==> config.mk <==
export PLATFORM = sky130hd
export DESIGN_NAME = midpoint_circle_rasterizer_unit
export DESIGN_NICKNAME = d
export VERILOG_FILES = /design/src/rtl/core/mcr_pkg.sv /design/src/rtl/core/midpoint_circle_rasterizer_unit.sv
export VERILOG_INCLUDE_DIRS = /design/src /design/src/rtl/core
export SDC_FILE = /design/constraint.sdc
export NUM_CORES = 1
export LEC_CHECK = 0
export BUFFER_PORTS_ARGS = -buffer_cell sky130_fd_sc_hd__buf_2
export CORE_AREA = 2 2 159 161
export DETAILED_ROUTE_END_ITERATION = 16
export DIE_AREA = 0 0 161 163
export PLACE_DENSITY = 0.66
export SLEW_MARGIN = 20
export SYNTH_ARGS = -nofsm -noshare
export SYNTH_HDL_FRONTEND = slang
export SYNTH_SLANG_ARGS = --single-unit
==> constraint.sdc <==
create_clock -name clk -period 11.7 [get_ports clk]
set_clock_uncertainty 0.1 [all_clocks]
set_input_delay 0.585 -clock clk [delete_from_list [all_inputs] [get_ports clk]]
set_output_delay 0.585 -clock clk [all_outputs]
set_load 0.03 [all_outputs]
==> src/rtl/core/assert_macros.svh <==
`ifndef ASSERT_MACROS_SVH
`define ASSERT_MACROS_SVH

// Same-cycle implication, checked on clk and quiet while rst_n is low.
`define ASSERT_IMPLIES(lbl, ante, cons) \
  lbl: assert property (@(posedge clk) disable iff (!rst_n) (ante) |-> (cons)) \
    else $error("assertion failed");

// Next-cycle implication, checked on clk and quiet while rst_n is low.
`define ASSERT_NEXT(lbl, ante, cons) \
  lbl: assert property (@(posedge clk) disable iff (!rst_n) (ante) |=> (cons)) \
    else $error("assertion failed");

`endif

==> src/rtl/core/mcr_pkg.sv <==
`timescale 1ns / 1ps

package mcr_pkg;

  localparam int unsigned CoordW  = 10;  // center and radius registers
  localparam int unsigned OffsetW = 11;  // x / y offsets from the center
  localparam int unsigned DecW    = 14;  // midpoint decision value
  localparam int unsigned PointW  = 12;  // emitted coordinates, two's complement
  localparam int unsigned IdxW    = 3;   // point index within a group
  localparam int unsigned CfgIdxW = 2;
  localparam int unsigned InDataW  = 8;
  localparam int unsigned OutDataW = 2 * PointW;

  // Configuration register indexes
  localparam logic [CfgIdxW-1:0] CFG_CENTER_X = 2'd0;
  localparam logic [CfgIdxW-1:0] CFG_CENTER_Y = 2'd1;
  localparam logic [CfgIdxW-1:0] CFG_RADIUS   = 2'd2;

  typedef struct packed {
    logic signed [PointW-1:0] point_y;
    logic signed [PointW-1:0] point_x;
    logic                     last;
  } mcr_point_t;

endpackage

==> src/rtl/core/midpoint_circle_rasterizer_unit.sv <==
`timescale 1ns / 1ps

// Midpoint circle rasterizer.
// Write center_x (index 0), center_y (index 1) and radius (index 2) on the
// cfg_ port while idle, then send one tick word per point on in_. A tick with
// in_tdata[0] set starts a new circle; each tick yields one point word on
// out_, in order: four cardinal points, then groups of eight reflected points
// after each midpoint step. The final point carries out_tlast. Ticks while no
// circle is active are taken and produce nothing.
// Each point word is registered in the point register, or in the skid
// register while out_ stalls. Throughput: one tick and one point per cycle
// while in_tready is high; all work for a tick is a few narrow adds and a
// mux between the walk state registers and the point register.
// Stall: a two-word output buffer (point register plus skid register) keeps
// in_tready high while one finished point waits; in_tready drops only when
// both are full, and no word is lost or repeated.
// Reset (rst_n low, synchronous): configuration and walk registers clear to
// zero, no circle active, output buffer empty; point data is not reset.

module midpoint_circle_rasterizer_unit
  import mcr_pkg::*;
(
  input  logic                clk,
  input  logic                rst_n,
  // configuration write port
  input  logic                cfg_we,
  input  logic [CfgIdxW-1:0]  cfg_index,
  input  logic [CoordW-1:0]   cfg_data,
  // tick words
  input  logic                in_tvalid,
  output logic                in_tready,
  input  logic [InDataW-1:0]  in_tdata,   // [0] start_req, [7:1] zero
  // point words
  output logic                out_tvalid,
  input  logic                out_tready,
  output logic [OutDataW-1:0] out_tdata,  // [11:0] point_x, [23:12] point_y
  output logic                out_tlast   // last
);

  typedef enum logic [1:0] {PH_IDLE, PH_CARD, PH_OCT} phase_t;

  // configuration
  logic [CoordW-1:0] center_x_r, center_y_r, radius_r;

  // walk state
  phase_t                  phase_r, phase_nxt;
  logic [OffsetW-1:0]      offset_major_r, offset_major_nxt;
  logic [OffsetW-1:0]      offset_minor_r, offset_minor_nxt;
  logic signed [DecW-1:0]  decision_r, decision_nxt;
  logic [IdxW-1:0]         emit_index_r, emit_index_nxt;

  // output buffer
  mcr_point_t out_r, skid_r;
  logic       out_valid_r, skid_valid_r;

  // tick-time view of the state (start overrides the stored walk)
  logic                   acc, start;
  phase_t                 eff_phase;
  logic [OffsetW-1:0]     eff_major, eff_minor;
  logic signed [DecW-1:0] eff_dec;
  logic [IdxW-1:0]        eff_idx;

  // midpoint step
  logic [OffsetW-1:0]     step_minor, step_major;
  logic signed [DecW-1:0] step_dec;
  logic                   dec_pos, more;

  // point arithmetic
  logic signed [PointW-1:0] cx, cy, a, b;
  mcr_point_t res;
  logic       has_res;

  assign acc   = in_tvalid && in_tready;
  assign start = in_tdata[0];
  assign in_tready = !skid_valid_r;

  always_comb begin
    if (start) begin
      eff_phase = PH_CARD;
      eff_major = {1'b0, radius_r};
      eff_minor = '0;
      eff_dec   = 14'sd1 - $signed({{(DecW-CoordW){1'b0}}, radius_r});
      eff_idx   = '0;
    end else begin
      eff_phase = phase_r;
      eff_major = offset_major_r;
      eff_minor = offset_minor_r;
      eff_dec   = decision_r;
      eff_idx   = emit_index_r;
    end
  end

  // one midpoint step: y += 1; x -= 1 when the decision value is positive
  always_comb begin
    dec_pos    = (eff_dec > 14'sd0);
    step_minor = eff_minor + 11'd1;
    step_major = dec_pos ? (eff_major - 11'd1) : eff_major;
    step_dec   = eff_dec + $signed({2'b00, step_minor, 1'b0}) + 14'sd1
               - (dec_pos ? $signed({2'b00, step_major, 1'b0}) : 14'sd0);
    more       = (eff_major > eff_minor);
  end

  assign cx = $signed({2'b00, center_x_r});
  assign cy = $signed({2'b00, center_y_r});
  assign a  = $signed({1'b0, eff_major});
  assign b  = $signed({1'b0, eff_minor});

  always_comb begin
    res              = '0;
    has_res          = 1'b0;
    phase_nxt        = eff_phase;
    offset_major_nxt = eff_major;
    offset_minor_nxt = eff_minor;
    decision_nxt     = eff_dec;
    emit_index_nxt   = eff_idx + 3'd1;
    unique case (eff_phase)
      PH_IDLE: begin
        emit_index_nxt = eff_idx;
      end
      PH_CARD: begin
        has_res = 1'b1;
        case (eff_idx[1:0])
          2'd0:    begin res.point_x = cx + a; res.point_y = cy;     end
          2'd1:    begin res.point_x = cx - a; res.point_y = cy;     end
          2'd2:    begin res.point_x = cx;     res.point_y = cy + a; end
          default: begin res.point_x = cx;     res.point_y = cy - a; end
        endcase
        if (eff_idx[1:0] == 2'd3) begin
          emit_index_nxt = '0;
          if (more) begin
            phase_nxt        = PH_OCT;
            offset_major_nxt = step_major;
            offset_minor_nxt = step_minor;
            decision_nxt     = step_dec;
          end else begin
            res.last  = 1'b1;
            phase_nxt = PH_IDLE;
          end
        end
      end
      PH_OCT: begin
        has_res = 1'b1;
        case (eff_idx)
          3'd0:    begin res.point_x = cx + a; res.point_y = cy + b; end
          3'd1:    begin res.point_x = cx - a; res.point_y = cy + b; end
          3'd2:    begin res.point_x = cx + a; res.point_y = cy - b; end
          3'd3:    begin res.point_x = cx - a; res.point_y = cy - b; end
          3'd4:    begin res.point_x = cx + b; res.point_y = cy + a; end
          3'd5:    begin res.point_x = cx - b; res.point_y = cy + a; end
          3'd6:    begin res.point_x = cx + b; res.point_y = cy - a; end
          default: begin res.point_x = cx - b; res.point_y = cy - a; end
        endcase
        if (eff_idx == 3'd7) begin
          emit_index_nxt = '0;
          if (more) begin
            offset_major_nxt = step_major;
            offset_minor_nxt = step_minor;
            decision_nxt     = step_dec;
          end else begin
            res.last  = 1'b1;
            phase_nxt = PH_IDLE;
          end
        end
      end
      default: begin
        phase_nxt      = PH_IDLE;
        emit_index_nxt = '0;
      end
    endcase
  end

  // configuration registers; unknown indexes are dropped
  always_ff @(posedge clk) begin
    if (!rst_n) begin
      center_x_r <= '0;
      center_y_r <= '0;
      radius_r   <= '0;
    end else if (cfg_we) begin
      unique case (cfg_index)
        CFG_CENTER_X: center_x_r <= cfg_data;
        CFG_CENTER_Y: center_y_r <= cfg_data;
        CFG_RADIUS:   radius_r   <= cfg_data;
        default:      ;
      endcase
    end
  end

  // walk state advances once per accepted tick
  always_ff @(posedge clk) begin
    if (!rst_n) begin
      phase_r        <= PH_IDLE;
      offset_major_r <= '0;
      offset_minor_r <= '0;
      decision_r     <= '0;
      emit_index_r   <= '0;
    end else if (acc) begin
      phase_r        <= phase_nxt;
      offset_major_r <= offset_major_nxt;
      offset_minor_r <= offset_minor_nxt;
      decision_r     <= decision_nxt;
      emit_index_r   <= emit_index_nxt;
    end
  end

  // output register with skid: the skid fills only when the output stalls
  always_ff @(posedge clk) begin
    if (!rst_n) begin
      out_valid_r  <= 1'b0;
      skid_valid_r <= 1'b0;
    end else if (out_tready || !out_valid_r) begin
      if (skid_valid_r) begin
        out_valid_r  <= 1'b1;
        skid_valid_r <= 1'b0;
      end else begin
        out_valid_r <= acc && has_res;
      end
    end else if (acc && has_res) begin
      skid_valid_r <= 1'b1;
    end
  end

  always_ff @(posedge clk) begin
    if (out_tready || !out_valid_r) begin
      out_r <= skid_valid_r ? skid_r : res;
    end else if (acc && has_res) begin
      skid_r <= res;
    end
  end

  assign out_tvalid = out_valid_r;
  assign out_tdata  = {out_r.point_y, out_r.point_x};
  assign out_tlast  = out_r.last;

`include "assert_macros.svh"

  `ASSERT_IMPLIES(a_skid_behind_out, skid_valid_r, out_valid_r)
  `ASSERT_NEXT(a_last_ends_walk, acc && has_res && res.last, phase_r == PH_IDLE)
  `ASSERT_IMPLIES(a_card_index_range, phase_r == PH_CARD, emit_index_r[2] == 1'b0)

endmodule
After elaboration in Yosys (flattened, before gate mapping)
Cells that the tools add are included.
{ "totals": {"out_inout_bits": 27, "reg_bits": 123, "in_bits": 25, "elab_cells": 100} }
{ "op_classes": {"bitwise_logic": 2, "add_sub_neg": 15, "order_cmp": 2, "eq_ne": 14, "n_mux": 36, "reduce_logical": 15} }
{ "ops": {"columns": ["operator", "count"], "rows": [
  ["24-bit one-hot mux with 7 select lines", 1],
  ["11-bit 2-to-1 mux", 9],
  ["24-bit one-hot mux with 3 select lines", 1],
  ["14-bit 2-to-1 mux", 4],
  ["25-bit one-hot mux with 2 select lines", 1],
  ["10-bit by 11-bit adder with 12-bit output", 4],
  ["10-bit by 11-bit subtractor with 12-bit output", 4],
  ["11-bit one-hot mux with 2 select lines", 2],
  ["14-bit one-hot mux with 2 select lines", 1],
  ["25-bit 2-to-1 mux", 1],
  ["14-bit by 13-bit adder with 14-bit output", 1],
  ["14-bit by 2-bit adder with 14-bit output (second input constant)", 1],
  ["14-bit by 1-bit greater-than comparator with 1-bit output (second input constant)", 1],
  ["14-bit by 13-bit subtractor with 14-bit output", 1],
  ["3-bit equality test (second input constant)", 4],
  ["12-bit 2-to-1 mux", 1],
  ["11-bit by 1-bit adder with 11-bit output (second input constant)", 1],
  ["11-bit greater-than comparator", 1],
  ["1-bit by 10-bit subtractor with 11-bit output (first input constant)", 1],
  ["11-bit by 1-bit subtractor with 11-bit output (second input constant)", 1],
  ["2-bit 2-to-1 mux", 5],
  ["3-bit 2-to-1 mux", 3],
  ["3-bit one-hot mux with 3 select lines", 1],
  ["2-bit equality test (second input constant)", 4],
  ["14 further kinds", 30]
]} }

Depth between registers and ports, before layout
{ "depth": {"depth_word": 9, "ltp_mapped": 26, "mapped_depth_nobuf": 22} }

Worst setup path before layout
Ideal clock, no wire load.
{ "synth_timing": {"path_type": "input port to flip-flop", "from": "input port in_tdata[0]", "to": "register decision_r[13]", "t_arrival_ps": 5788, "setup_time_ps": 88, "cell_stages": 25, "slack_ps": 5725, "cell_sequence": "buf_2 -> clkbuf_1 -> buf_1 -> clkbuf_1 -> clkbuf_1 -> o21ai_0 -> ha_1 -> nor4b_1 -> o2bb2ai_1 -> nand3_1 -> or4_1 -> o31a_1 -> buf_6 -> clkbuf_1 -> ha_1 -> ha_1 -> inv_1 -> ha_1 -> a21oi_1 -> o21ai_0 -> a211oi_1 -> o311ai_0 -> a2111oi_0 -> a41oi_1 -> o31ai_1"} }
{ "synth_between": {"elab_chain_len": 8, "word_cells_on_any_way": 22} }
{ "synth_lines": {"columns": ["item", "line", "text"], "rows": [
  ["start, declared", "midpoint_circle_rasterizer_unit.sv:32", "input logic [InDataW-1:0] in_tdata,"],
  ["11-bit 2-to-1 mux / 14-bit 2-to-1 mux (equally long branches)", "midpoint_circle_rasterizer_unit.sv:78", "if (start) begin"],
  ["11-bit by 1-bit adder with 11-bit output, or another cell as far along", "midpoint_circle_rasterizer_unit.sv:96", "step_minor = eff_minor + 11'd1;"],
  ["14-bit by 13-bit adder with 14-bit output / 11-bit 2-to-1 mux (equally long branches)", "midpoint_circle_rasterizer_unit.sv:98, midpoint_circle_rasterizer_unit.sv:97", null],
  ["14-bit by 2-bit adder with 14-bit output / 12-bit 2-to-1 mux (equally long branches)", "midpoint_circle_rasterizer_unit.sv:98, midpoint_circle_rasterizer_unit.sv:99", null],
  ["14-bit by 13-bit subtractor with 14-bit output", "midpoint_circle_rasterizer_unit.sv:99", "- (dec_pos ? $signed({2'b00, step_major, 1'b0}) : 14'sd0);"],
  ["14-bit 2-to-1 mux", "midpoint_circle_rasterizer_unit.sv:130, midpoint_circle_rasterizer_unit.sv:155", null],
  ["14-bit 2-to-1 mux (on tied branches)", "midpoint_circle_rasterizer_unit.sv:153, midpoint_circle_rasterizer_unit.sv:128", null],
  ["14-bit one-hot mux with 2 select lines *", "midpoint_circle_rasterizer_unit.sv:116", "unique case (eff_phase)"],
  ["end signal, assigned", "midpoint_circle_rasterizer_unit.sv:200", "decision_r <= decision_nxt;"],
  ["end, declared", "midpoint_circle_rasterizer_unit.sv:49", "logic signed [DecW-1:0] decision_r, decision_nxt;"]
]} }
Mark *: on every way between the ends. The rest lies on a longest branch, timed or not.
A chain may end at the register's enable or synchronous reset.

Final worst setup path
{ "layout_timing": {"from": "register radius_r[1]", "to": "register decision_r[13]"} }
{ "layout_between": {"elab_chain_len": 9, "word_cells_on_any_way": 15} }
{ "layout_lines": {"columns": ["item", "line", "text"], "rows": [
  ["start, declared", "midpoint_circle_rasterizer_unit.sv:43", "logic [CoordW-1:0] center_x_r, center_y_r, radius_r;"],
  ["start signal, assigned", "midpoint_circle_rasterizer_unit.sv:182", "CFG_RADIUS: radius_r <= cfg_data;"],
  ["branches (longest 8 deep; another with 14-bit by 13-bit adder with 14-bit output)", null, null],
  ["14-bit one-hot mux with 2 select lines *", "midpoint_circle_rasterizer_unit.sv:116", null]
]} }
Mark *: on every way between the ends.

==> metrics.yaml <==
timing:
  rsz0062_at_grt: "no"
  whs_ps: 343.5
  final.setup.tns_ps: 0
  slew_violations: 0
  hold_viol: 0
  tightest_slew_ps: 1161
  fmax_mhz: 150.2
  period_needed_ps: 6656
  setup_viol: 0
  min_period_over_period_pct: 56.89
  slew_headroom_pct: 22.07
setup_path:
  end_kind: "flip-flop"
  cp_slowest_cell: "or4_1"
  worstPathMaxFanout: 21
  crit_arrival_ps: 6850
  critPathRequiredTime_ps: 11890
  path_delay_family: "compound AO/OA/AOI/OAI gates"
  setup.worst_path.start_class: "flip-flop"
  path_class: "reg -> reg"
  crit_buf_inv: 0
  crit_chain: "or4_1, nor2_1, nand2_1, o21ai_0, ha_1, nor4b_1, o2bb2ai_1, nand3_1, or4_1, o31a_1, nand2b_1, fa_1, ha_1, nand2_1, o21ai_0, a211oi_1, o311ai_0, a2111oi_0, a41oi_1, o31ai_1"
  cpPeakStageDelay_ps: 710
drt:
  via_count: 11630
  dr.pass1.iters: 8
  avgViaCountPerCell: 6.380
  drc: 0
  antenna_left: 0
  drt-total-wl_microns: 40440
  avgRoutedWirePerCell_microns: 22.18
  drtIter0Drc: 1261
floorplanning:
  initial_core_util_pct: 48.90
  pin_count: 52
  die_h_microns: 163
  rows: 58
  design.core.area_sq_um: 24670
  die_x_microns: 161
  dieArea_sq_um: 26240
clock_tree:
  clock-sinks: 123
  cts_setup_buffers: 0
  cts_hold_buf: 0
  tritoncts: "yes"
  numCtsBuffers: 17
  clock-root-buffer: "clkbuf_16"
  cts.clk_slew.worst_paths_ps: 60
  ctsResizeCount: 0
  h-tree-depth: 4
  ctsLongestPathBuffers: 2
  insertion_delay_ps: 430
run:
  drv_cap: 0
power:
  p_leak_nw: 5.721
  power_density_nw_per_um2: 109.6
  irDropWorstVdd_v: 0.0001054
global_route:
  overflow: 0
  grt_pass1_vias: 10810
  grt_usage_pct: 30.79
  grt_pass1_wl_microns: 62420
  grt_max_degree: 57
  antenna_found_initial: 1
min_path:
  min_path_type: "in -> reg"
synthesis:
  syn_avg_cell_area_sq_um: 8.170
  syn_area_sq_um: 12070
  synth-edff-count: 50
  synthFlopType: "dfxtp_1"
  synthesis.nets: 1641
  ys_seq_elements: 123
  synth_area_leaders: "edfxtp_1, ha_1, dfxtp_1, nor2_1, xnor2_1"
  yosys_warnings: 0
  synthCells: 1477
  yosysSeqAreaShare_pct: 24.55
  synth_top_area_cell: "edfxtp_1"
  synth_cell_type_count: 82
  synthArstFlopShare_pct: 0
  synth_top_area_share_pct: 12.44
placed_design:
  hpwl_microns: 30170
  place.gp.congestion: 0.9694
  portBuffers: 44
  placed_cells: 1791
cells_and_area:
  final_nets: 1644
  stdcell_count: 1823
  diodes: 0
  fin_util_pct: 53.47
  layout-drive-gt1-share_pct: 9.779
  final_common_cell: "nor2_1"
  area_growth_pct: 9.333
  final_cell_mix: "nor2_1, ha_1, nand2_1"
  fill_cells: 2370
run_status:
  outcome: "completed"
## layer usage
layer	vias up	track usage [%]	routed length, microns
li1	5439	-	-
met1	5517	43.13	18160
met2	603	46.55	17110
met3	71	7.054	3995
met4	0	10.88	1177
met5	-	0	0
## synth_stat cells, drive strengths merged, types with 6 or more instances
cell type and count:
o211ai 11, a22oi 16, nand3b 6, and3 8, nor2 148, or2 7, nand4 14, xnor2 53
and2 13, nor3 38, o221ai 12, a22o 7, o2111ai 6, xor2 21, nand2b 20, buf 16
clkbuf 72, ha 120, a221oi 11, o22ai 11, a31oi 23, a211oi 17, a222oi 7, o21a 10
o31ai 16, nand2 118, mux2 16, o221a 6, a21o 23, a21oi 82, fa 19, o21ai 92
inv 75, or3 18, dfxtp 73, nand3 37, a21boi 7, nor3b 7, mux2i 45, nor2b 26
o21bai 11, edfxtp 50
## final cells by class
type | instances | area [sq um] | share of cell area, %
Sequential cell | 123 | 2963 | 22.46
Clock buffer | 22 | 508.0 | 3.851
Multi-Input combinational cell | 1188 | 8481 | 64.28
Timing Repair Buffer | 72 | 434.2 | 3.291
Tap cell | 330 | 412.9 | 3.130
Clock inverter | 10 | 101.3 | 0.7682
Inverter | 78 | 292.8 | 2.219
## power by group
group | internal, mW | leakage (nW) | switching (mW)
Clock | 0.333 | 0.301 | 0.220
Sequential | 0.463 | 1.11 | 0.0145
Combinational | 0.159 | 4.31 | 0.257
Total | 0.955 | 5.72 | 0.491
## cells by family (layout without fill, tap and decap cells)
logic type                 after synthesis  count (layout)  share of synthesized area, %
buffers and inverters                  166             182                         5.268
DFF                                    123             123                         24.55
and+or+nand+nor                        476             476                         18.74
adders and majority gates              139             139                         15.60
xor gates and xnor gates                74              74                         5.371
muxes                                   61              61                         5.226
AOI/OAI and AO/OA                      438             438                         25.25
## per-stage QoR
step / cell area, sq um / total power [mW] / worst slack, ps
after global routing: 13190 / 1.509 / 4728
final: 13190 / 1.446 / 5044
after global placement: 12570 / 0.8866 / 5009
after detailed placement: 12580 / 0.8892 / 4947
after floorplan: 12070 / 0.7896 / 5725
after CTS: 13190 / 1.439 / 5178
## sequential cells by signal, summed over array words and instances, names as in the netlist, 2 cells and up
register / count
radius_r: 10
center_x_r: 10
decision_r: 14
offset_minor_r: 11
phase_r: 2
out_tdata: 24
emit_index_r: 3
skid_r: 25
offset_major_r: 11
center_y_r: 10
## tightest hold or removal path, delay by kind of cell
kind | cells | cell delay (ps)
multiplexers | 1 | 70
AND/OR/NAND/NOR | 1 | 70
buffers and inverters | 1 | 110
## path summary, 6_finish.rpt
kind | slack, ps | from | to | cells after the start
setup reg to reg | 5040 | radius_r[1] | decision_r[13] | 20
hold reg to reg | 390 | offset_major_r[9] | offset_major_r[9] | 2
setup / recovery | 5040 | radius_r[1] | decision_r[13] | 20
hold / removal | 340 | cfg_data[4] | center_x_r[4] | 3
(Power assumes the default switching activity.)
